<file path="src/hw/rtl/ihpc_pkg.sv">
`timescale 1ns / 1ps
// Shared types and constants for the IPv4 header parse and check block.
package ihpc_pkg;

    localparam int unsigned QUEUE_DEPTH = 2;
    localparam int unsigned QUEUE_AW    = $clog2(QUEUE_DEPTH);

    localparam logic [15:0] C_COUNT_MAX   = 16'hFFFF;
    localparam logic [15:0] C_SUM_OK      = 16'hFFFF;
    localparam logic [15:0] C_HDR_MIN     = 16'd20;
    localparam logic [3:0]  C_VERSION     = 4'd4;
    localparam logic [16:0] C_MAX_END     = 17'd65515;
    localparam int unsigned C_BIT_RSV     = 15;
    localparam int unsigned C_BIT_MF      = 13;

    // Everything the checker needs about one finished packet.
    typedef struct packed {
        logic [15:0] count;
        logic [7:0]  first_byte;
        logic [15:0] dgram_len;
        logic [15:0] ident;
        logic [15:0] flags_off;
        logic [7:0]  proto;
        logic [31:0] src;
        logic [31:0] dst;
        logic [15:0] sum;
    } t_record;

    // Queue handshake between the parser and the checker.
    typedef struct packed {
        logic valid;
        logic full;
    } t_q_stat;

endpackage

</file>
<file path="src/hw/rtl/ihpc_if.sv">
`timescale 1ns / 1ps
// Channel interfaces: packet bytes in, parsed header results out.
interface ihpc_byte_if;
    logic       valid;
    logic       ready;
    logic [7:0] data_byte;
    logic       last_byte;

    modport source (output valid, output data_byte, output last_byte, input ready);
    modport sink   (input valid, input data_byte, input last_byte, output ready);
endinterface

interface ihpc_hdr_if;
    logic        valid;
    logic        ready;
    logic        status;
    logic [5:0]  ihl_bytes;
    logic [15:0] dgram_len;
    logic [7:0]  protocol_number;
    logic [31:0] source_address;
    logic [31:0] destination_address;
    logic [15:0] identification;
    logic [15:0] frag_pos;
    logic        mf_flag;
    logic [15:0] pay_bytes;

    modport source (
        output valid, output status, output ihl_bytes, output dgram_len,
        output protocol_number, output source_address, output destination_address,
        output identification, output frag_pos, output mf_flag,
        output pay_bytes, input ready
    );
    modport sink (
        input valid, input status, input ihl_bytes, input dgram_len,
        input protocol_number, input source_address, input destination_address,
        input identification, input frag_pos, input mf_flag,
        input pay_bytes, output ready
    );
endinterface

</file>
<file path="src/hw/rtl/ihpc_front.sv">
`timescale 1ns / 1ps
// Byte parser: counts bytes, captures header fields and sums header words.
module ihpc_front
    import ihpc_pkg::*;
(
    input  logic            i_clk,
    input  logic            i_rst_n,
    ihpc_byte_if.sink       i_byte,
    input  t_q_stat         i_q_stat,
    output logic            o_push,
    output t_record         o_rec
);

    localparam logic [15:0] C_IDX_LEN_HI   = 16'd2;
    localparam logic [15:0] C_IDX_LEN_LO   = 16'd3;
    localparam logic [15:0] C_IDX_ID_HI    = 16'd4;
    localparam logic [15:0] C_IDX_ID_LO    = 16'd5;
    localparam logic [15:0] C_IDX_FLAG_HI  = 16'd6;
    localparam logic [15:0] C_IDX_FLAG_LO  = 16'd7;
    localparam logic [15:0] C_IDX_PROTO    = 16'd9;
    localparam logic [15:0] C_IDX_SRC_0    = 16'd12;
    localparam logic [15:0] C_IDX_SRC_1    = 16'd13;
    localparam logic [15:0] C_IDX_SRC_2    = 16'd14;
    localparam logic [15:0] C_IDX_SRC_3    = 16'd15;
    localparam logic [15:0] C_IDX_DST_0    = 16'd16;
    localparam logic [15:0] C_IDX_DST_1    = 16'd17;
    localparam logic [15:0] C_IDX_DST_2    = 16'd18;
    localparam logic [15:0] C_IDX_DST_3    = 16'd19;

    logic [15:0] r_count, n_count;
    logic [15:0] r_sum,   n_sum;
    logic [7:0]  r_high,  n_high;
    logic [7:0]  r_first, n_first;
    logic [15:0] r_len,   n_len;
    logic [15:0] r_ident, n_ident;
    logic [15:0] r_flags, n_flags;
    logic [7:0]  r_proto, n_proto;
    logic [31:0] r_src,   n_src;
    logic [31:0] r_dst,   n_dst;

    logic        w_accept;
    logic [5:0]  w_hl;
    logic [16:0] w_sum_raw;
    logic [7:0]  w_b;

    // A full queue holds off every byte, so ready never depends on the byte itself.
    assign i_byte.ready = !i_q_stat.full;
    assign w_accept     = i_byte.valid && i_byte.ready;
    assign w_b          = i_byte.data_byte;

    always_comb begin
        n_first = (r_count == 16'd0) ? w_b : r_first;
        w_hl    = {n_first[3:0], 2'b00};
        n_high  = r_high;
        n_sum   = r_sum;
        w_sum_raw = {1'b0, r_sum} + {1'b0, r_high, w_b};
        if (!r_count[0]) begin
            n_high = w_b;
        end else if ({10'd0, w_hl} > r_count) begin
            // End-around carry; a single fold never carries again.
            n_sum = w_sum_raw[15:0] + {15'd0, w_sum_raw[16]};
        end

        n_len   = r_len;
        n_ident = r_ident;
        n_flags = r_flags;
        n_proto = r_proto;
        n_src   = r_src;
        n_dst   = r_dst;
        unique case (r_count)
            C_IDX_LEN_HI, C_IDX_LEN_LO: begin
                n_len = {r_len[7:0], w_b};
            end
            C_IDX_ID_HI, C_IDX_ID_LO: begin
                n_ident = {r_ident[7:0], w_b};
            end
            C_IDX_FLAG_HI, C_IDX_FLAG_LO: begin
                n_flags = {r_flags[7:0], w_b};
            end
            C_IDX_PROTO: begin
                n_proto = w_b;
            end
            C_IDX_SRC_0, C_IDX_SRC_1, C_IDX_SRC_2, C_IDX_SRC_3: begin
                n_src = {r_src[23:0], w_b};
            end
            C_IDX_DST_0, C_IDX_DST_1, C_IDX_DST_2, C_IDX_DST_3: begin
                n_dst = {r_dst[23:0], w_b};
            end
            default: begin
            end
        endcase

        n_count = (r_count == C_COUNT_MAX) ? r_count : r_count + 16'd1;
    end

    assign o_push = w_accept && i_byte.last_byte;

    always_comb begin
        o_rec.count      = n_count;
        o_rec.first_byte = n_first;
        o_rec.dgram_len  = n_len;
        o_rec.ident      = n_ident;
        o_rec.flags_off  = n_flags;
        o_rec.proto      = n_proto;
        o_rec.src        = n_src;
        o_rec.dst        = n_dst;
        o_rec.sum        = n_sum;
    end

    always_ff @(posedge i_clk) begin
        if (!i_rst_n || o_push) begin
            r_count <= '0;
            r_sum   <= '0;
            r_high  <= '0;
            r_first <= '0;
            r_len   <= '0;
            r_ident <= '0;
            r_flags <= '0;
            r_proto <= '0;
            r_src   <= '0;
            r_dst   <= '0;
        end else if (w_accept) begin
            r_count <= n_count;
            r_sum   <= n_sum;
            r_high  <= n_high;
            r_first <= n_first;
            r_len   <= n_len;
            r_ident <= n_ident;
            r_flags <= n_flags;
            r_proto <= n_proto;
            r_src   <= n_src;
            r_dst   <= n_dst;
        end
    end

endmodule

</file>
<file path="src/hw/rtl/ihpc_queue.sv">
`timescale 1ns / 1ps
// Short queue of finished packet records between parser and checker.
module ihpc_queue
    import ihpc_pkg::*;
(
    input  logic     i_clk,
    input  logic     i_rst_n,
    input  logic     i_push,
    input  t_record  i_rec,
    input  logic     i_pop,
    output t_q_stat  o_stat,
    output t_record  o_rec
);

    t_record                r_mem [QUEUE_DEPTH];
    logic [QUEUE_AW-1:0]    r_wr_ptr;
    logic [QUEUE_AW-1:0]    r_rd_ptr;
    logic [QUEUE_AW:0]      r_fill;

    assign o_stat.valid = (r_fill != '0);
    assign o_stat.full  = (r_fill == (QUEUE_AW+1)'(QUEUE_DEPTH));
    assign o_rec        = r_mem[r_rd_ptr];

    always_ff @(posedge i_clk) begin
        if (i_push) begin
            r_mem[r_wr_ptr] <= i_rec;
        end
    end

    always_ff @(posedge i_clk) begin
        if (!i_rst_n) begin
            r_wr_ptr <= '0;
            r_rd_ptr <= '0;
            r_fill   <= '0;
        end else begin
            if (i_push) begin
                r_wr_ptr <= (r_wr_ptr == QUEUE_AW'(QUEUE_DEPTH - 1)) ? '0 : r_wr_ptr + 1'b1;
            end
            if (i_pop) begin
                r_rd_ptr <= (r_rd_ptr == QUEUE_AW'(QUEUE_DEPTH - 1)) ? '0 : r_rd_ptr + 1'b1;
            end
            unique case ({i_push, i_pop})
                2'b10:   r_fill <= r_fill + 1'b1;
                2'b01:   r_fill <= r_fill - 1'b1;
                default: r_fill <= r_fill;
            endcase
        end
    end

endmodule

</file>
<file path="src/hw/rtl/ihpc_back.sv">
`timescale 1ns / 1ps
// Header checker: validates one packet record and registers its result.
module ihpc_back
    import ihpc_pkg::*;
(
    input  logic        i_clk,
    input  logic        i_rst_n,
    input  t_q_stat     i_q_stat,
    input  t_record     i_rec,
    output logic        o_pop,
    ihpc_hdr_if.source  o_hdr
);

    logic        r_valid;
    logic        r_status;
    logic [5:0]  r_hl;
    logic [15:0] r_total;
    logic [7:0]  r_proto;
    logic [31:0] r_src;
    logic [31:0] r_dst;
    logic [15:0] r_ident;
    logic [15:0] r_off;
    logic        r_mf;
    logic [15:0] r_pay;

    logic [5:0]  w_hl;
    logic [15:0] w_hl16;
    logic [15:0] w_off;
    logic        w_mf;
    logic [15:0] w_pay;
    logic [16:0] w_end;
    logic        w_bad;
    logic        w_load;

    always_comb begin
        w_hl   = {i_rec.first_byte[3:0], 2'b00};
        w_hl16 = {10'd0, w_hl};
        w_off  = {i_rec.flags_off[12:0], 3'b000};
        w_mf   = i_rec.flags_off[C_BIT_MF];
        w_pay  = (i_rec.dgram_len >= w_hl16) ? i_rec.dgram_len - w_hl16 : 16'd0;
        w_end  = {1'b0, w_off} + {1'b0, w_pay};
        w_bad  = (i_rec.count < C_HDR_MIN)
              || (i_rec.first_byte[7:4] != C_VERSION)
              || (w_hl16 < C_HDR_MIN)
              || (w_hl16 > i_rec.count)
              || (i_rec.dgram_len < w_hl16)
              || (i_rec.dgram_len > i_rec.count)
              || i_rec.flags_off[C_BIT_RSV]
              || (i_rec.sum != C_SUM_OK)
              || (w_mf && (w_pay[2:0] != 3'd0))
              || (w_end > C_MAX_END);
    end

    // The output register frees up in the same cycle its transfer completes.
    assign w_load = i_q_stat.valid && (!r_valid || o_hdr.ready);
    assign o_pop  = w_load;

    always_ff @(posedge i_clk) begin
        if (!i_rst_n) begin
            r_valid <= 1'b0;
        end else if (w_load) begin
            r_valid <= 1'b1;
        end else if (o_hdr.ready) begin
            r_valid <= 1'b0;
        end
    end

    always_ff @(posedge i_clk) begin
        if (w_load) begin
            r_status <= w_bad;
            r_hl     <= w_bad ? 6'd0  : w_hl;
            r_total  <= w_bad ? 16'd0 : i_rec.dgram_len;
            r_proto  <= w_bad ? 8'd0  : i_rec.proto;
            r_src    <= w_bad ? 32'd0 : i_rec.src;
            r_dst    <= w_bad ? 32'd0 : i_rec.dst;
            r_ident  <= w_bad ? 16'd0 : i_rec.ident;
            r_off    <= w_bad ? 16'd0 : w_off;
            r_mf     <= w_bad ? 1'b0  : w_mf;
            r_pay    <= w_bad ? 16'd0 : w_pay;
        end
    end

    assign o_hdr.valid               = r_valid;
    assign o_hdr.status              = r_status;
    assign o_hdr.ihl_bytes           = r_hl;
    assign o_hdr.dgram_len           = r_total;
    assign o_hdr.protocol_number     = r_proto;
    assign o_hdr.source_address      = r_src;
    assign o_hdr.destination_address = r_dst;
    assign o_hdr.identification      = r_ident;
    assign o_hdr.frag_pos            = r_off;
    assign o_hdr.mf_flag             = r_mf;
    assign o_hdr.pay_bytes           = r_pay;

endmodule

</file>
<file path="src/hw/rtl/ipv4_header_parse_check_top.sv">
`timescale 1ns / 1ps
// Top level of the IPv4 header parse and check block.
//
//  Port     Direction  Carries                          One transfer
//  i_byte   in         data_byte, last_byte             one packet byte
//  o_hdr    out        status and nine header fields    one packet result
//
// A byte is taken every cycle unless the queue is full; the parser updates its state in
// the cycle of the transfer. A final byte pushes a record into a two-entry queue; the
// checker then loads it into its output register, which holds the result for o_hdr.
// Synchronous active-low reset clears parser, queue and output valid.
// i_byte.ready drops only while the queue is full, which needs o_hdr stalled.

module ipv4_header_parse_check_top
    import ihpc_pkg::*;
(
    input  logic         i_clk,
    input  logic         i_rst_n,
    ihpc_byte_if.sink    i_byte,
    ihpc_hdr_if.source   o_hdr
);

    logic     w_push;
    logic     w_pop;
    t_record  w_rec_in;
    t_record  w_rec_out;
    t_q_stat  w_q_stat;

    ihpc_front u_front (
        .i_clk    (i_clk),
        .i_rst_n  (i_rst_n),
        .i_byte   (i_byte),
        .i_q_stat (w_q_stat),
        .o_push   (w_push),
        .o_rec    (w_rec_in)
    );

    ihpc_queue u_queue (
        .i_clk   (i_clk),
        .i_rst_n (i_rst_n),
        .i_push  (w_push),
        .i_rec   (w_rec_in),
        .i_pop   (w_pop),
        .o_stat  (w_q_stat),
        .o_rec   (w_rec_out)
    );

    ihpc_back u_back (
        .i_clk    (i_clk),
        .i_rst_n  (i_rst_n),
        .i_q_stat (w_q_stat),
        .i_rec    (w_rec_out),
        .o_pop    (w_pop),
        .o_hdr    (o_hdr)
    );

    a_no_push_when_full: assert property (@(posedge i_clk) disable iff (!i_rst_n)
        w_push |-> !w_q_stat.full)
        else $error("record pushed into a full queue");

    a_drain_when_free: assert property (@(posedge i_clk) disable iff (!i_rst_n)
        (w_q_stat.valid && !o_hdr.valid) |-> w_pop)
        else $error("queued record not moved into an empty output register");

    a_bad_fields_zero: assert property (@(posedge i_clk) disable iff (!i_rst_n)
        (o_hdr.valid && o_hdr.status) |->
            (o_hdr.dgram_len == 16'd0 && o_hdr.source_address == 32'd0
             && o_hdr.ihl_bytes == 6'd0 && o_hdr.pay_bytes == 16'd0))
        else $error("malformed packet result carries nonzero fields");

    a_good_lengths: assert property (@(posedge i_clk) disable iff (!i_rst_n)
        (o_hdr.valid && !o_hdr.status) |->
            ({10'd0, o_hdr.ihl_bytes} >= C_HDR_MIN
             && o_hdr.pay_bytes + {10'd0, o_hdr.ihl_bytes} == o_hdr.dgram_len))
        else $error("valid header result has inconsistent lengths");

endmodule

</file>
<file path="src/flat_wrapper.sv">
// flat-port wrapper written by rule: the top's interface ports become plain ports
module ipv4_header_parse_check_top_flat import ihpc_pkg::*;
  (i_clk, i_rst_n, i_byte_valid, i_byte_data_byte, i_byte_last_byte, i_byte_ready, o_hdr_valid, o_hdr_status, o_hdr_ihl_bytes, o_hdr_dgram_len, o_hdr_protocol_number, o_hdr_source_address, o_hdr_destination_address, o_hdr_identification, o_hdr_frag_pos, o_hdr_mf_flag, o_hdr_pay_bytes, o_hdr_ready);
  ihpc_byte_if i_byte_i ();
  ihpc_hdr_if o_hdr_i ();
  input  logic i_clk;
  input  logic i_rst_n;
  input wire logic [$bits(i_byte_i.valid)-1:0] i_byte_valid;
  input wire logic [$bits(i_byte_i.data_byte)-1:0] i_byte_data_byte;
  input wire logic [$bits(i_byte_i.last_byte)-1:0] i_byte_last_byte;
  output wire logic [$bits(i_byte_i.ready)-1:0] i_byte_ready;
  output wire logic [$bits(o_hdr_i.valid)-1:0] o_hdr_valid;
  output wire logic [$bits(o_hdr_i.status)-1:0] o_hdr_status;
  output wire logic [$bits(o_hdr_i.ihl_bytes)-1:0] o_hdr_ihl_bytes;
  output wire logic [$bits(o_hdr_i.dgram_len)-1:0] o_hdr_dgram_len;
  output wire logic [$bits(o_hdr_i.protocol_number)-1:0] o_hdr_protocol_number;
  output wire logic [$bits(o_hdr_i.source_address)-1:0] o_hdr_source_address;
  output wire logic [$bits(o_hdr_i.destination_address)-1:0] o_hdr_destination_address;
  output wire logic [$bits(o_hdr_i.identification)-1:0] o_hdr_identification;
  output wire logic [$bits(o_hdr_i.frag_pos)-1:0] o_hdr_frag_pos;
  output wire logic [$bits(o_hdr_i.mf_flag)-1:0] o_hdr_mf_flag;
  output wire logic [$bits(o_hdr_i.pay_bytes)-1:0] o_hdr_pay_bytes;
  input wire logic [$bits(o_hdr_i.ready)-1:0] o_hdr_ready;
  assign i_byte_i.valid = i_byte_valid;
  assign i_byte_i.data_byte = i_byte_data_byte;
  assign i_byte_i.last_byte = i_byte_last_byte;
  assign i_byte_ready = i_byte_i.ready;
  assign o_hdr_valid = o_hdr_i.valid;
  assign o_hdr_status = o_hdr_i.status;
  assign o_hdr_ihl_bytes = o_hdr_i.ihl_bytes;
  assign o_hdr_dgram_len = o_hdr_i.dgram_len;
  assign o_hdr_protocol_number = o_hdr_i.protocol_number;
  assign o_hdr_source_address = o_hdr_i.source_address;
  assign o_hdr_destination_address = o_hdr_i.destination_address;
  assign o_hdr_identification = o_hdr_i.identification;
  assign o_hdr_frag_pos = o_hdr_i.frag_pos;
  assign o_hdr_mf_flag = o_hdr_i.mf_flag;
  assign o_hdr_pay_bytes = o_hdr_i.pay_bytes;
  assign o_hdr_i.ready = o_hdr_ready;
  ipv4_header_parse_check_top u_core (.i_clk(i_clk), .i_rst_n(i_rst_n), .i_byte(i_byte_i), .o_hdr(o_hdr_i));
endmodule
</file>
<file path="config.mk">
export PLATFORM = sky130hd
export DESIGN_NAME = ipv4_header_parse_check_top_flat
export DESIGN_NICKNAME = d
export VERILOG_FILES = /design/src/hw/rtl/ihpc_pkg.sv /design/src/hw/rtl/ihpc_if.sv /design/src/hw/rtl/ihpc_front.sv /design/src/hw/rtl/ihpc_queue.sv /design/src/hw/rtl/ihpc_back.sv /design/src/hw/rtl/ipv4_header_parse_check_top.sv /design/src/flat_wrapper.sv
export SDC_FILE = /design/constraint.sdc
export NUM_CORES = 1
export LEC_CHECK = 0
export ABC_AREA = 1
export ABC_CLOCK_PERIOD_IN_PS = 36100
export BUFFER_PORTS_ARGS = -buffer_cell sky130_fd_sc_hd__buf_2
export CORE_ASPECT_RATIO = 0.9
export CORE_MARGIN = 1.5
export CORE_UTILIZATION = 35
export DETAILED_ROUTE_END_ITERATION = 8
export PLACE_DENSITY_LB_ADDON = 0.12
export SLEW_MARGIN = 40
export SYNTH_ARGS = -nofsm -noshare
export SYNTH_HDL_FRONTEND = slang
export SYNTH_SLANG_ARGS = --single-unit
</file>
<file path="constraint.sdc">
create_clock -name i_clk -period 36.1 [get_ports i_clk]
set_input_delay 9.025 -clock i_clk [delete_from_list [all_inputs] [get_ports i_clk]]
set_output_delay 9.025 -clock i_clk [all_outputs]
set_load 0.01 [all_outputs]
</file>
==> summary.txt, run 1 <==
CTS
  – Cell chosen for the clock root: sky130_fd_sc_hd__clkbuf_16
  – Post-cts gate resize count: 0
  – Largest buffer count on any clock path: 3
  – Total setup buffers inserted after CTS: 0
  – Clock buffer count from CTS: 72
  – H-tree depth: 3
  – TritonCTS clock tree: yes
  – Hold-fix buffer count after cts: 0
  – Clock transition at the registers of the reported paths: 0.06 ns
  – Skew-Pair Late Insertion Delay: ~0.63 ns
  – Total clock sinks: 630

Setup path
  – Depth of the worst register-to-register path: 27
  – Largest fanout on the critical path: 6
  – Critical path start-end classification: in2reg
  – Critical Path Sink Type: flip-flop
  – Reg-to-Reg End: u_core.u_back.o_hdr.source_address[25]$_SDFFCE_PP0P_
  – Endpoint arrival time on the critical path: 12.57 ns
  – Worst setup path startpoint: i_byte_data_byte[0]
  – Data required time at the worst endpoint: 36.60 ns
  – Reg2Reg Setup Slack: 28.78 ns
  – Timing endpoint of the critical path: u_core.u_front.r_sum[12]$_SDFFE_PP0P_
  – Type of element launching the critical path: input pin

Global route
  – Global-route wire length before repair: around 110000 um
  – Maximum number of pins on one net before global-route repair: about 140
  – Number of antenna violations at the first check in global routing: 4
  – Aggregate global-route resource usage: approximately 17%
  – Via count of the first global-routing pass: about 18000
  – Sum of overflow across all layers after global routing: 0

Timing
  – Final-report setup violation count: 0
  – Final number of hold-violating endpoints: 0
  – RSZ-0062 raised after global routing: false
  – Slew at the pin with the worst max-slew slack: between 0.8 and 0.9 ns
  – Tmin final: ~12 ns
  – Summed negative setup slack over all endpoints: 0 ns
  – Clk_skew: 0.02495 ns
  – Remaining max-slew budget at the tightest pin: between 40 and 50%
  – Final period util: roughly a third
  – Max-slew violation count: 0
  – Highest Clock Rate: 82.89 MHz

Power
  – Power per unit of standard cell area: approximately 74 nW/um^2
  – Total power: approximately 2.4 mW
  – Worst vdd ir: 0.00003778 V
  – Leakage: ~13 nW

Yosys
  – Most frequent cell after synthesis: sky130_fd_sc_hd__edfxtp_1
  – Largest cells by area after synthesis: sky130_fd_sc_hd__edfxtp_1 (48%), sky130_fd_sc_hd__dfxtp_1 (12%), sky130_fd_sc_hd__nand2_1 (5.7%)
  – Cell taking the most area after synthesis: sky130_fd_sc_hd__edfxtp_1
  – Synth Register Bits: between 600 and 700
  – Sequential share of the synthesized area: 60.16%
  – Area of the mapped netlist: between 20000 and 30000 um^2
  – Number of different library cells in the post-synthesis netlist: 53
  – Area fraction of the dominant cell type after synthesis: approximately 48%
  – Fraction of registers with async set/reset: 0%
  – Prevailing post-synth register cell: sky130_fd_sc_hd__edfxtp_1
  – Number of synthesis warnings: 0
  – Mapped Cells: 2738
  – Average cell area after synthesis: around 10 um^2
  – Top cells by instance count after synthesis: sky130_fd_sc_hd__edfxtp_1 (457), sky130_fd_sc_hd__nand2_1 (433), sky130_fd_sc_hd__inv_1 (348)
  – Count of flip-flops with a built-in enable after synthesis: approximately 460

Floorplanning
  – Die H: 274.0 um
  – Effective utilization at floorplan: a little over a third
  – Number of placed I/O pins: approximately 160
  – Chip Width: 304.1 um
  – Core Box Area: slightly above 80000 um^2
  – FP Rows: 99
  – Die ar.: between 80000 and 90000 um^2

Drt
  – Routed wire length: just over 70000 um
  – Post-route ant nets: 0
  – Count of unresolved DRC violations after routing: 0
  – Average routed wire per standard cell: 18.02 um
  – Vias: between 15000 and 20000
  – Vias per std cell: 4.776
  – Count of TritonRoute iterations in the first routing pass: 8
  – DRC violation total after the first TritonRoute iteration: 1169

Cells and area
  – Layout net count: 2956
  – Antenna diodes: 0
  – Area of the multi-input gates: 9414 um^2
  – Layout area overhead: 14.96%
  – Fraction of final layout cells sized beyond drive strength 1: between 15 and 20%
  – FF/Latch Area: between 15000 and 20000 um^2
  – Count of filler cells inserted in the layout: around 7800

Run
  – Maxcap violations: 0

Outcome
  – Result of the run: finished, final reports clean

Placed design
  – HPWL Detailed: ~47000 um
  – Weighted congestion reported at the end of routability-driven placement: 0.8452
  – Count of buffers inserted at the top-level ports: 153

Hold path
  – Type of the worst min-delay path: reg2reg
-- sequential cells by signal, indices dropped and copies added, names as in the netlist, 13 cells and up, named ones only --
| name | flops |
|---|---|
| u_core.u_back.o_hdr.destination_address | 32 |
| u_core.u_back.o_hdr.dgram_len | 16 |
| u_core.u_back.o_hdr.frag_pos | 13 |
| u_core.u_back.o_hdr.identification | 16 |
| u_core.u_back.o_hdr.pay_bytes | 16 |
| u_core.u_back.o_hdr.source_address | 32 |
| u_core.u_front.r_count | 16 |
| u_core.u_front.r_dst | 32 |
| u_core.u_front.r_flags | 15 |
| u_core.u_front.r_ident | 16 |
| u_core.u_front.r_len | 16 |
| u_core.u_front.r_src | 32 |
| u_core.u_front.r_sum | 16 |
| u_core.u_queue.r_mem | 318 |
-- routing by layer --
metal,GRT usage (%),routed length [um]
met1,23.33,33970
met2,28.31,33720
met3,2.651,2832
met4,4.351,1489
met5,0,12
-- how the worst min path moves through the flow --
stage	startpoint	to	slack, ns	cells after the start
3_5_place_dp	u_core.u_queue.r_rd_ptr$_SDFFE_PN0P_	flip-flop	0.44	1
5_1_grt	u_core.u_queue.r_rd_ptr$_SDFFE_PN0P_	flip-flop	0.47	1
4_1_cts	u_core.u_queue.r_rd_ptr$_SDFFE_PN0P_	flip-flop	0.45	1
6_report	u_core.u_queue.r_rd_ptr$_SDFFE_PN0P_	flip-flop	0.45	1
3_3_place_gp	u_core.u_queue.r_rd_ptr$_SDFFE_PN0P_	flip-flop	0.43	1
2_1_floorplan	u_core.u_queue.r_rd_ptr$_SDFFE_PN0P_	flip-flop	0.43	1
-- power by group --
part | total, mW | switching (mW) | internal (mW)
Combinational | 0.716 | 0.487 | 0.229
Clock | 0.762 | 0.302 | 0.459
Sequential | 0.967 | 0.0454 | 0.921
-- area by class of cell --
| type | count | share of cell area, % |
|---|---|---|
| Sequential cell | 630 | 52.34 |
| Multi-Input combinational cell | 1638 | 28.67 |
| Clock buffer | 97 | 6.107 |
| Inverter | 353 | 4.050 |
| Tap cell | 1060 | 4.039 |
| Timing Repair Buffer | 181 | 3.288 |
| Clock inverter | 37 | 1.505 |
-- worst max-delay path, cell delays in order --
cell and delay, ns:
sky130_fd_sc_hd__buf_2 0.11, sky130_fd_sc_hd__ha_1 0.29, sky130_fd_sc_hd__fa_1 0.28, sky130_fd_sc_hd__nand3_1 0.11, sky130_fd_sc_hd__nand2_1 0.11, sky130_fd_sc_hd__nand2_1 0.10
sky130_fd_sc_hd__nand2_1 0.12, sky130_fd_sc_hd__nand2_1 0.08, sky130_fd_sc_hd__nand2_1 0.10, sky130_fd_sc_hd__a21oi_1 0.07, sky130_fd_sc_hd__o21bai_1 0.19, sky130_fd_sc_hd__ha_1 0.21
sky130_fd_sc_hd__ha_1 0.18, sky130_fd_sc_hd__inv_1 0.04, sky130_fd_sc_hd__nor2_1 0.13, sky130_fd_sc_hd__nand3_1 0.11, sky130_fd_sc_hd__nor2_1 0.17, sky130_fd_sc_hd__nand3_1 0.12
sky130_fd_sc_hd__nor2_1 0.36, sky130_fd_sc_hd__nand3_1 0.14, sky130_fd_sc_hd__nand3_1 0.10, sky130_fd_sc_hd__o21ai_0 0.15, sky130_fd_sc_hd__o21ai_0 0.20, sky130_fd_sc_hd__inv_1 0.05
-- cell usage in the layout (no fill, tap or decap), drive strengths merged, types with 26 or more instances in the layout --
| cell | netlist | layout |
|---|---|---|
| a21oi | 131 | 131 |
| nand2 | 437 | 437 |
| ha | 64 | 64 |
| a31oi | 27 | 27 |
| clkbuf | 88 | 97 |
| nand4 | 36 | 36 |
| edfxtp | 457 | 457 |
| mux2i | 102 | 102 |
| o21ai | 312 | 312 |
| dfxtp | 173 | 173 |
| nand3 | 68 | 68 |
| or2 | 26 | 26 |
| nor2 | 350 | 350 |
| inv | 352 | 355 |
| buf | 33 | 181 |
-- kinds of logic after synthesis --
| group | after synthesis | synth area share [%] |
|---|---|---|
| compound gates | 494 | 9.075 |
| xor+xnor | 28 | 0.8585 |
| fa+ha+maj | 67 | 3.013 |
| buf+inv | 474 | 7.157 |
| flops | 630 | 60.16 |
| mux | 102 | 3.574 |
| other cells | 1 | 0.01313 |
| simple gates | 942 | 16.14 |
-- stage by stage --
stage | instance area [um^2] | std cells | util, % | worst slack [ns] | hold slack (ns)
2_1_floorplan | 28580 | 2742 | - | 18.58 | 0.4255
3_3_place_gp | 30210 | 3858 | 37.35 | 23.57 | 0.4339
3_5_place_dp | 30260 | 3859 | 37.41 | 23.44 | 0.4398
4_1_cts | 32760 | 3993 | 40.50 | 24.09 | 0.4486
5_1_grt | 32840 | 3996 | 40.60 | 23.62 | 0.4739
6_report | 32840 | 3996 | 40.60 | 24.04 | 0.4505
(Power assumes the default switching activity.)
==> run 2: changes to the inputs <==
--- a/config.mk
+++ b/config.mk
@@ -6,7 +6,7 @@
 export NUM_CORES = 1
 export LEC_CHECK = 0
 export ABC_AREA = 1
-export ABC_CLOCK_PERIOD_IN_PS = 36100
+export ABC_CLOCK_PERIOD_IN_PS = 12200
 export BUFFER_PORTS_ARGS = -buffer_cell sky130_fd_sc_hd__buf_2
 export CORE_ASPECT_RATIO = 0.9
 export CORE_MARGIN = 1.5
==> constraint.sdc (replaced) <==
create_clock -name i_clk -period 12.2 [get_ports i_clk]
set_input_delay 3.05 -clock i_clk [delete_from_list [all_inputs] [get_ports i_clk]]
set_output_delay 3.05 -clock i_clk [all_outputs]
set_load 0.01 [all_outputs]
==> run 2 against run 1 <==
Effect of this change: worst setup slack worse by 19 ns; critical endpoint is now u_core.u_back.o_hdr.protocol_number[6]$_SDFFCE_PP0P_; die area unchanged; total power increased to 2.9 times the previous value; largest cell class unchanged.
==> summary.txt, run 2 (same netlist as run 1, synthesis figures left out) <==
Outcome
  – Result of the run: finished, final reports clean

Power
  – Leakage: 13.33 nW (-0.55%)
  – Worst vdd ir: 0.0001299 V (+240%)
  – Total power: 7.129 mW (+190%)
  – Power per unit of standard cell area: 217.8 nW/um^2 (+190%)

Cells and area
  – Number of flip-flops in the largest register: 318 (unchanged)
  – Most flops, register: u_core.u_queue.r_mem
  – Area of the multi-input gates: 9414 um^2 (unchanged)
  – Most used cells in the layout excluding fill and tap cells: sky130_fd_sc_hd__edfxtp_1 (457), sky130_fd_sc_hd__nand2_1 (428), sky130_fd_sc_hd__inv_1 (347)
  – FF/Latch Area: 17190 um^2 (unchanged)
  – Fraction of final layout cells sized beyond drive strength 1: 14.98% (-0.072 points)
  – Utilization after layout: 40.46% (-0.15 points)
  – Most common library cell in the layout ignoring fill and taps: sky130_fd_sc_hd__edfxtp_1
  – Antenna diodes: 0 (unchanged)
  – Layout net count: 2952 (-0.14%)
  – Layout area overhead: 14.55%
  – Post-route standard cell area excluding fillers: 32720 um^2 (-0.36%)
  – Count of filler cells inserted in the layout: 7746 (-0.24%)

Global route
  – Maximum number of pins on one net before global-route repair: 88 (-39%)
  – Aggregate global-route resource usage: 16.75% (-0.32 points)
  – Number of antenna violations at the first check in global routing: 0 (-4)
  – Global-route wire length before repair: 108500 um (-1.1%)
  – Sum of overflow across all layers after global routing: 0 (unchanged)
  – Via count of the first global-routing pass: 18620 (+1.2%)

Drt
  – Count of unresolved DRC violations after routing: 0 (unchanged)
  – Average routed wire per standard cell: 17.57 um (-2.5%)
  – Count of TritonRoute iterations in the first routing pass: 5 (-3)
  – Met1 layer wirelength in the final routing: 33560 um (-1.2%)
  – Post-route ant nets: 0 (unchanged)
  – Vias per std cell: 4.779 (about the same)
  – Highest routed metal layer: met4
  – DR WL met2: 31960 um (-5.2%)
  – Routed wire length: 70110 um (-2.7%)
  – DRC violation total after the first TritonRoute iteration: 1136 (-2.8%)
  – Vias: 19070 (-0.10%)
  – Met3 Wirelength: 2756 um (-2.7%)

Setup path
  – Data required time at the worst endpoint: 12.53 ns (-24.07 ns)
  – Timing endpoint of the critical path: u_core.u_back.o_hdr.protocol_number[6]$_SDFFCE_PP0P_
  – Depth of the worst register-to-register path: 28 (+3.7%)
  – Critical Path Sink Type: flip-flop
  – Critical-path cell with the highest stage delay: sky130_fd_sc_hd__dfxtp_4
  – Reg-to-Reg End: u_core.u_back.o_hdr.protocol_number[6]$_SDFFCE_PP0P_
  – Critical path start-end classification: reg2reg
  – Most common cell type on the critical path: sky130_fd_sc_hd__nor2_1
  – Endpoint arrival time on the critical path: 7.28 ns (-5.29 ns)
  – Type of element launching the critical path: flip-flop
  – Largest fanout on the critical path: 52 (+46)
  – Reg2Reg Setup Slack: 5.26 ns (-23.52 ns)
  – Delay of the slowest cell on the worst path: 0.82 ns (+0.46 ns)

CTS
  – H-tree depth: 3 (unchanged)
  – Hold-fix buffer count after cts: 0 (unchanged)
  – Clock transition at the registers of the reported paths: 0.06 ns (about the same)
  – Skew-Pair Late Insertion Delay: 0.62 ns (about the same)
  – Post-cts gate resize count: 0 (unchanged)
  – Clock buffer count from CTS: 71 (-1.4%)
  – TritonCTS clock tree: yes
  – Largest buffer count on any clock path: 3 (unchanged)
  – Total clock sinks: 630 (unchanged)
  – Total setup buffers inserted after CTS: 0 (unchanged)
  – Cell chosen for the clock root: sky130_fd_sc_hd__clkbuf_16

Placed design
  – HPWL Detailed: 47140 um (-0.58%)
  – Count of buffers inserted at the top-level ports: 153 (unchanged)
  – Cell area after placement: 30340 um^2 (+0.29%)
  – Weighted congestion reported at the end of routability-driven placement: 0.8386 (-0.78%)

Timing
  – Slew at the pin with the worst max-slew slack: 0.8100 ns (-0.06745 ns)
  – Highest Clock Rate: around 140 MHz
  – Remaining max-slew budget at the tightest pin: 45.43% (+4.5 points)
  – Final number of hold-violating endpoints: 0 (unchanged)
  – Final-report setup violation count: 0 (unchanged)
  – Summed negative setup slack over all endpoints: 0 ns (unchanged)
  – Final period util: a little under three fifths
  – Clk_skew: 0.02381 ns (-0.001139 ns)
  – RSZ-0062 raised after global routing: false
  – Tmin final: slightly below 7 ns
  – Max-slew violation count: 0 (unchanged)
  – Worst hold-check slack: 0.4487 ns (-0.001811 ns)

Run
  – Maxcap violations: 0 (unchanged)

Floorplanning
  – Chip Width: 304.1 um (unchanged)
  – Die ar.: 83340 um^2 (unchanged)
  – Die H: 274.0 um (unchanged)
  – Effective utilization at floorplan: 35.32% (unchanged)
  – Number of placed I/O pins: 159 (unchanged)
  – FP Rows: 99 (unchanged)
  – Core Box Area: 80890 um^2 (unchanged)

Hold path
  – Type of the worst min-delay path: reg2reg
[run 2: how the worst min path moves through the flow]
| stage | start | end | slack [ns] | cells after the start |
|---|---|---|---|---|
| after floorplan | u_core.u_queue.r_rd_ptr$_SDFFE_PN0P_ | flip-flop | 0.43 | 1 |
| after global placement | u_core.u_queue.r_rd_ptr$_SDFFE_PN0P_ | u_core.u_queue.r_rd_ptr$_SDFFE_PN0P_ | 0.44 | 1 |
| after detailed placement | u_core.u_queue.r_rd_ptr$_SDFFE_PN0P_ | flip-flop | 0.44 | 1 |
| after CTS | u_core.u_queue.r_rd_ptr$_SDFFE_PN0P_ | flip-flop | 0.45 | 1 |
| after global routing | u_core.u_queue.r_rd_ptr$_SDFFE_PN0P_ | u_core.u_queue.r_rd_ptr$_SDFFE_PN0P_ | 0.48 | 1 |
| final | u_core.u_queue.r_rd_ptr$_SDFFE_PN0P_ | flip-flop | 0.45 | 1 |
[run 2: final cells by class]
| type | count | area share, % |
|---|---|---|
| clock buffers | 89 | 5.793 |
| clock inverters | 42 | 1.445 |
| inverters | 353 | 4.065 |
| multi-input cells | 1638 | 28.77 |
| flip-flops and latches | 630 | 52.53 |
| well taps | 1060 | 4.053 |
| repair buffers | 178 | 3.342 |
[run 2: through the flow]
step	setup WS, ns	instances
after CTS	5.143	3990
after global routing	4.583	3990
final	5.258	3990
after global placement	5.030	3854
after floorplan	0.6537	2742
after detailed placement	5.170	3859
[run 2: report_power, final]
part	switching (mW)	total, mW	leakage (nW)	internal [mW]
registers	0.144	2.87	5.78	2.73
logic	1.43	2.10	6.41	0.672
clock network	0.904	2.16	1.15	1.25
[run 2: per-layer routing]
metal | GRT usage [%] | vias to the layer above
li1 | - | 9501
met1 | 22.97 | 9054
met2 | 27.34 | 394
met3 | 2.404 | 118
met4 | 5.369 | 0
met5 | 0 | -
[run 2: worst max-delay path: cells and delay by family, from the launching register on]
kind	cells	cell delay, ns
AO/OA/AOI/OAI	2	0.31
XOR/XNOR	1	0.17
adder cells (fa/ha/maj)	3	1.09
buffers and inverters	6	1.58
flip-flops	1	0.82
AND/OR/NAND/NOR	16	2.59
==> run 3: changes to the inputs <==
--- a/config.mk
+++ b/config.mk
@@ -6,7 +6,7 @@
 export NUM_CORES = 1
 export LEC_CHECK = 0
 export ABC_AREA = 1
-export ABC_CLOCK_PERIOD_IN_PS = 12200
+export ABC_CLOCK_PERIOD_IN_PS = 6100
 export BUFFER_PORTS_ARGS = -buffer_cell sky130_fd_sc_hd__buf_2
 export CORE_ASPECT_RATIO = 0.9
 export CORE_MARGIN = 1.5
==> constraint.sdc (replaced) <==
create_clock -name i_clk -period 6.1 [get_ports i_clk]
set_input_delay 1.525 -clock i_clk [delete_from_list [all_inputs] [get_ports i_clk]]
set_output_delay 1.525 -clock i_clk [all_outputs]
set_load 0.01 [all_outputs]
==> run 3 against run 2 <==
Effect of this change: utilization grew 0.35 points; combinational power increased by 110%; via count is 0.28% higher; count of clock-buffer cells in the layout is 7 higher; routed wire length up 1.6%; total power rose by 100%; flip-flop and latch count did not move; fmax grew 26%; clock power rose by 110%; worst setup slack lost 4.7 ns.
==> summary.txt, run 3 (same netlist as run 1, synthesis figures left out) <==
CTS
  – Largest buffer count on any clock path: 3 (unchanged)
  – Skew-Pair Late Insertion Delay: 0.64 ns (+0.02 ns)
  – H-tree depth: 3 (unchanged)
  – Total setup buffers inserted after CTS: 0 (unchanged)
  – Clock buffer count from CTS: 73 (+2.8%)
  – Cell chosen for the clock root: sky130_fd_sc_hd__clkbuf_16
  – Clock transition at the registers of the reported paths: 0.06 ns (about the same)
  – Post-cts gate resize count: 0 (unchanged)
  – TritonCTS clock tree: yes
  – Hold-fix buffer count after cts: 0 (unchanged)
  – Total clock sinks: 630 (unchanged)

Drt
  – DRC violation total after the first TritonRoute iteration: 1217 (+7.1%)
  – Average routed wire per standard cell: 17.76 um (+1.1%)
  – Vias: 19120 (+0.28%)
  – Count of unresolved DRC violations after routing: 0 (unchanged)
  – Routed wire length: 71230 um (+1.6%)
  – Vias per std cell: 4.768 (-0.22%)
  – Post-route ant nets: 0 (unchanged)
  – Count of TritonRoute iterations in the first routing pass: 5 (unchanged)

Floorplanning
  – Die H: 274.0 um (unchanged)
  – Effective utilization at floorplan: 35.32% (unchanged)
  – Die ar.: 83340 um^2 (unchanged)
  – FP Rows: 99 (unchanged)
  – Core Box Area: 80890 um^2 (unchanged)
  – Chip Width: 304.1 um (unchanged)
  – Number of placed I/O pins: 159 (unchanged)

Hold path
  – Type of the worst min-delay path: reg2reg
  – Worst Hold Path Cells: 1 (unchanged)

Global route
  – Global-route wire length before repair: 109700 um (+1.1%)
  – Via count of the first global-routing pass: 18470 (-0.80%)
  – GRT busiest layer: met2
  – Aggregate global-route resource usage: 16.97% (+0.22 points)
  – Sum of overflow across all layers after global routing: 0 (unchanged)
  – Number of antenna violations at the first check in global routing: 1 (+1)
  – Maximum number of pins on one net before global-route repair: 134 (+52%)
  – Global-route track usage on met1: 24.01% (+1.0 points)
  – Met3 usage: 2.605% (+0.20 points)
  – Global Route met2 Usage: 27.03% (-0.31 points)

Setup path
  – Largest fanout on the critical path: 39 (-25%)
  – Critical path start-end classification: reg2reg
  – Endpoint arrival time on the critical path: 5.98 ns (-1.30 ns)
  – Type of element launching the critical path: flip-flop
  – Most common cell type on the critical path: sky130_fd_sc_hd__nor2_1
  – Critical Path Sink Type: flip-flop
  – Data required time at the worst endpoint: 6.58 ns (-5.95 ns)
  – Delay of the slowest cell on the worst path: 0.39 ns (-0.43 ns)
  – Critical-path cell with the highest stage delay: sky130_fd_sc_hd__dfxtp_4
  – Depth of the worst register-to-register path: 28 (unchanged)

Timing
  – Slew at the pin with the worst max-slew slack: 0.8700 ns (+0.05996 ns)
  – Final number of hold-violating endpoints: 0 (unchanged)
  – Final period util: 90.28% (+33 points)
  – Clk_skew: 0.03978 ns (+0.01597 ns)
  – Tmin final: 5.507 ns (-1.434 ns)
  – RSZ-0062 raised after global routing: false
  – Final-report setup violation count: 0 (unchanged)
  – Remaining max-slew budget at the tightest pin: 41.39% (-4.0 points)
  – Summed negative setup slack over all endpoints: 0 ns (unchanged)
  – Worst hold-check slack: 0.4566 ns (+0.007935 ns)
  – Max-slew violation count: 0 (unchanged)
  – Highest Clock Rate: 181.6 MHz (+26%)

Cells and area
  – Most used cells in the layout excluding fill and tap cells: sky130_fd_sc_hd__edfxtp_1 (457), sky130_fd_sc_hd__nand2_1 (428), sky130_fd_sc_hd__inv_1 (348)
  – Fraction of final layout cells sized beyond drive strength 1: 15.39% (+0.41 points)
  – Most common library cell in the layout ignoring fill and taps: sky130_fd_sc_hd__edfxtp_1
  – Post-route standard cell area excluding fillers: 33010 um^2 (+0.88%)
  – Number of flip-flops in the largest register: 318 (unchanged)
  – Antenna diodes: 0 (unchanged)
  – Most flops, register: u_core.u_queue.r_mem
  – Layout area overhead: 15.55%
  – Layout Cells excl Fill: 4010 (+0.50%)
  – Layout net count: 2970 (+0.61%)

Run
  – Maxcap violations: 0 (unchanged)

Outcome
  – Result of the run: finished, final reports clean

Placed design
  – DP Cell Count: 3874 (+0.39%)
  – Weighted congestion reported at the end of routability-driven placement: 0.8981 (+7.1%)
  – Count of buffers inserted at the top-level ports: 153 (unchanged)
  – Cell area after placement: 30480 um^2 (+0.46%)
  – HPWL Detailed: 47480 um (+0.73%)

Power
  – Total power: 14.42 mW (+100%)
  – Power per unit of standard cell area: 436.7 nW/um^2 (+100%)
  – Worst vdd ir: 0.0002423 V (+87%)
  – Leakage: 13.49 nW (+1.2%)
==> run 3: cell types whose count changed in the layout (fill, tap and decap cells not counted), sizes merged <==
cell and change:
buf +16, clkinvlp -3, clkbuf +7, inv -2
clkinv +2
==> run 3: stage by stage <==
stage          util (%)  setup WS [ns]
2_1_floorplan         -        -0.3956
3_3_place_gp      37.67         0.5304
3_5_place_dp      37.69         0.5723
4_1_cts           40.77         0.5283
5_1_grt           40.81         0.1025
6_report          40.81         0.5927
==> run 3: cell type report <==
cell class | count | area, um^2
fillers | 7810 | 47880
multi-input cells | 1638 | 9414
flip-flops and latches | 630 | 17190
clock buffers | 96 | 2003
inverters | 353 | 1330
clock inverters | 39 | 490.5
well taps | 1060 | 1326
repair buffers | 194 | 1255
==> run 3: power by group <==
group          leakage (nW)  switching [mW]  internal, mW  total, mW
Sequential             5.78           0.225          5.45       5.68
Combinational          6.51            2.95          1.36       4.31
Clock                  1.20            1.81          2.61       4.43
Total                  13.5            4.99          9.43       14.4
==> run 3: worst paths after layout <==
| check | startpoint | endpoint | slack (ns) |
|---|---|---|---|
| worst max-delay path | flip-flop | u_core.u_back.o_hdr.destination_address[14]$_SDFFCE_PP0P_ | 0.59 |
| worst max register to register | flip-flop | u_core.u_back.o_hdr.destination_address[14]$_SDFFCE_PP0P_ | 0.59 |
| worst min-delay path | u_core.u_queue.r_rd_ptr$_SDFFE_PN0P_ | u_core.u_queue.r_rd_ptr$_SDFFE_PN0P_ | 0.46 |
| worst min register to register | u_core.u_queue.r_rd_ptr$_SDFFE_PN0P_ | u_core.u_queue.r_rd_ptr$_SDFFE_PN0P_ | 0.46 |
==> run 3: routing by layer <==
layer | share of wire (%) | routed length, um | vias to the layer above
li1 | - | - | 9510
met2 | 45 | 32330 | 404
met1 | 48 | 34490 | 9102
met4 | 2.3 | 1672 | 0
met5 | 0 | 0 | -
met3 | 3.8 | 2738 | 104
==> run 3: critical path, delay by kind of cell (launching register included) <==
family	cells	cell delay (ns)
AOI/OAI and AO/OA	6	1.00
adders and majority gates	2	0.76
DFF	1	0.39
buffers and inverters	4	0.70
and+or+nand+nor	16	2.47
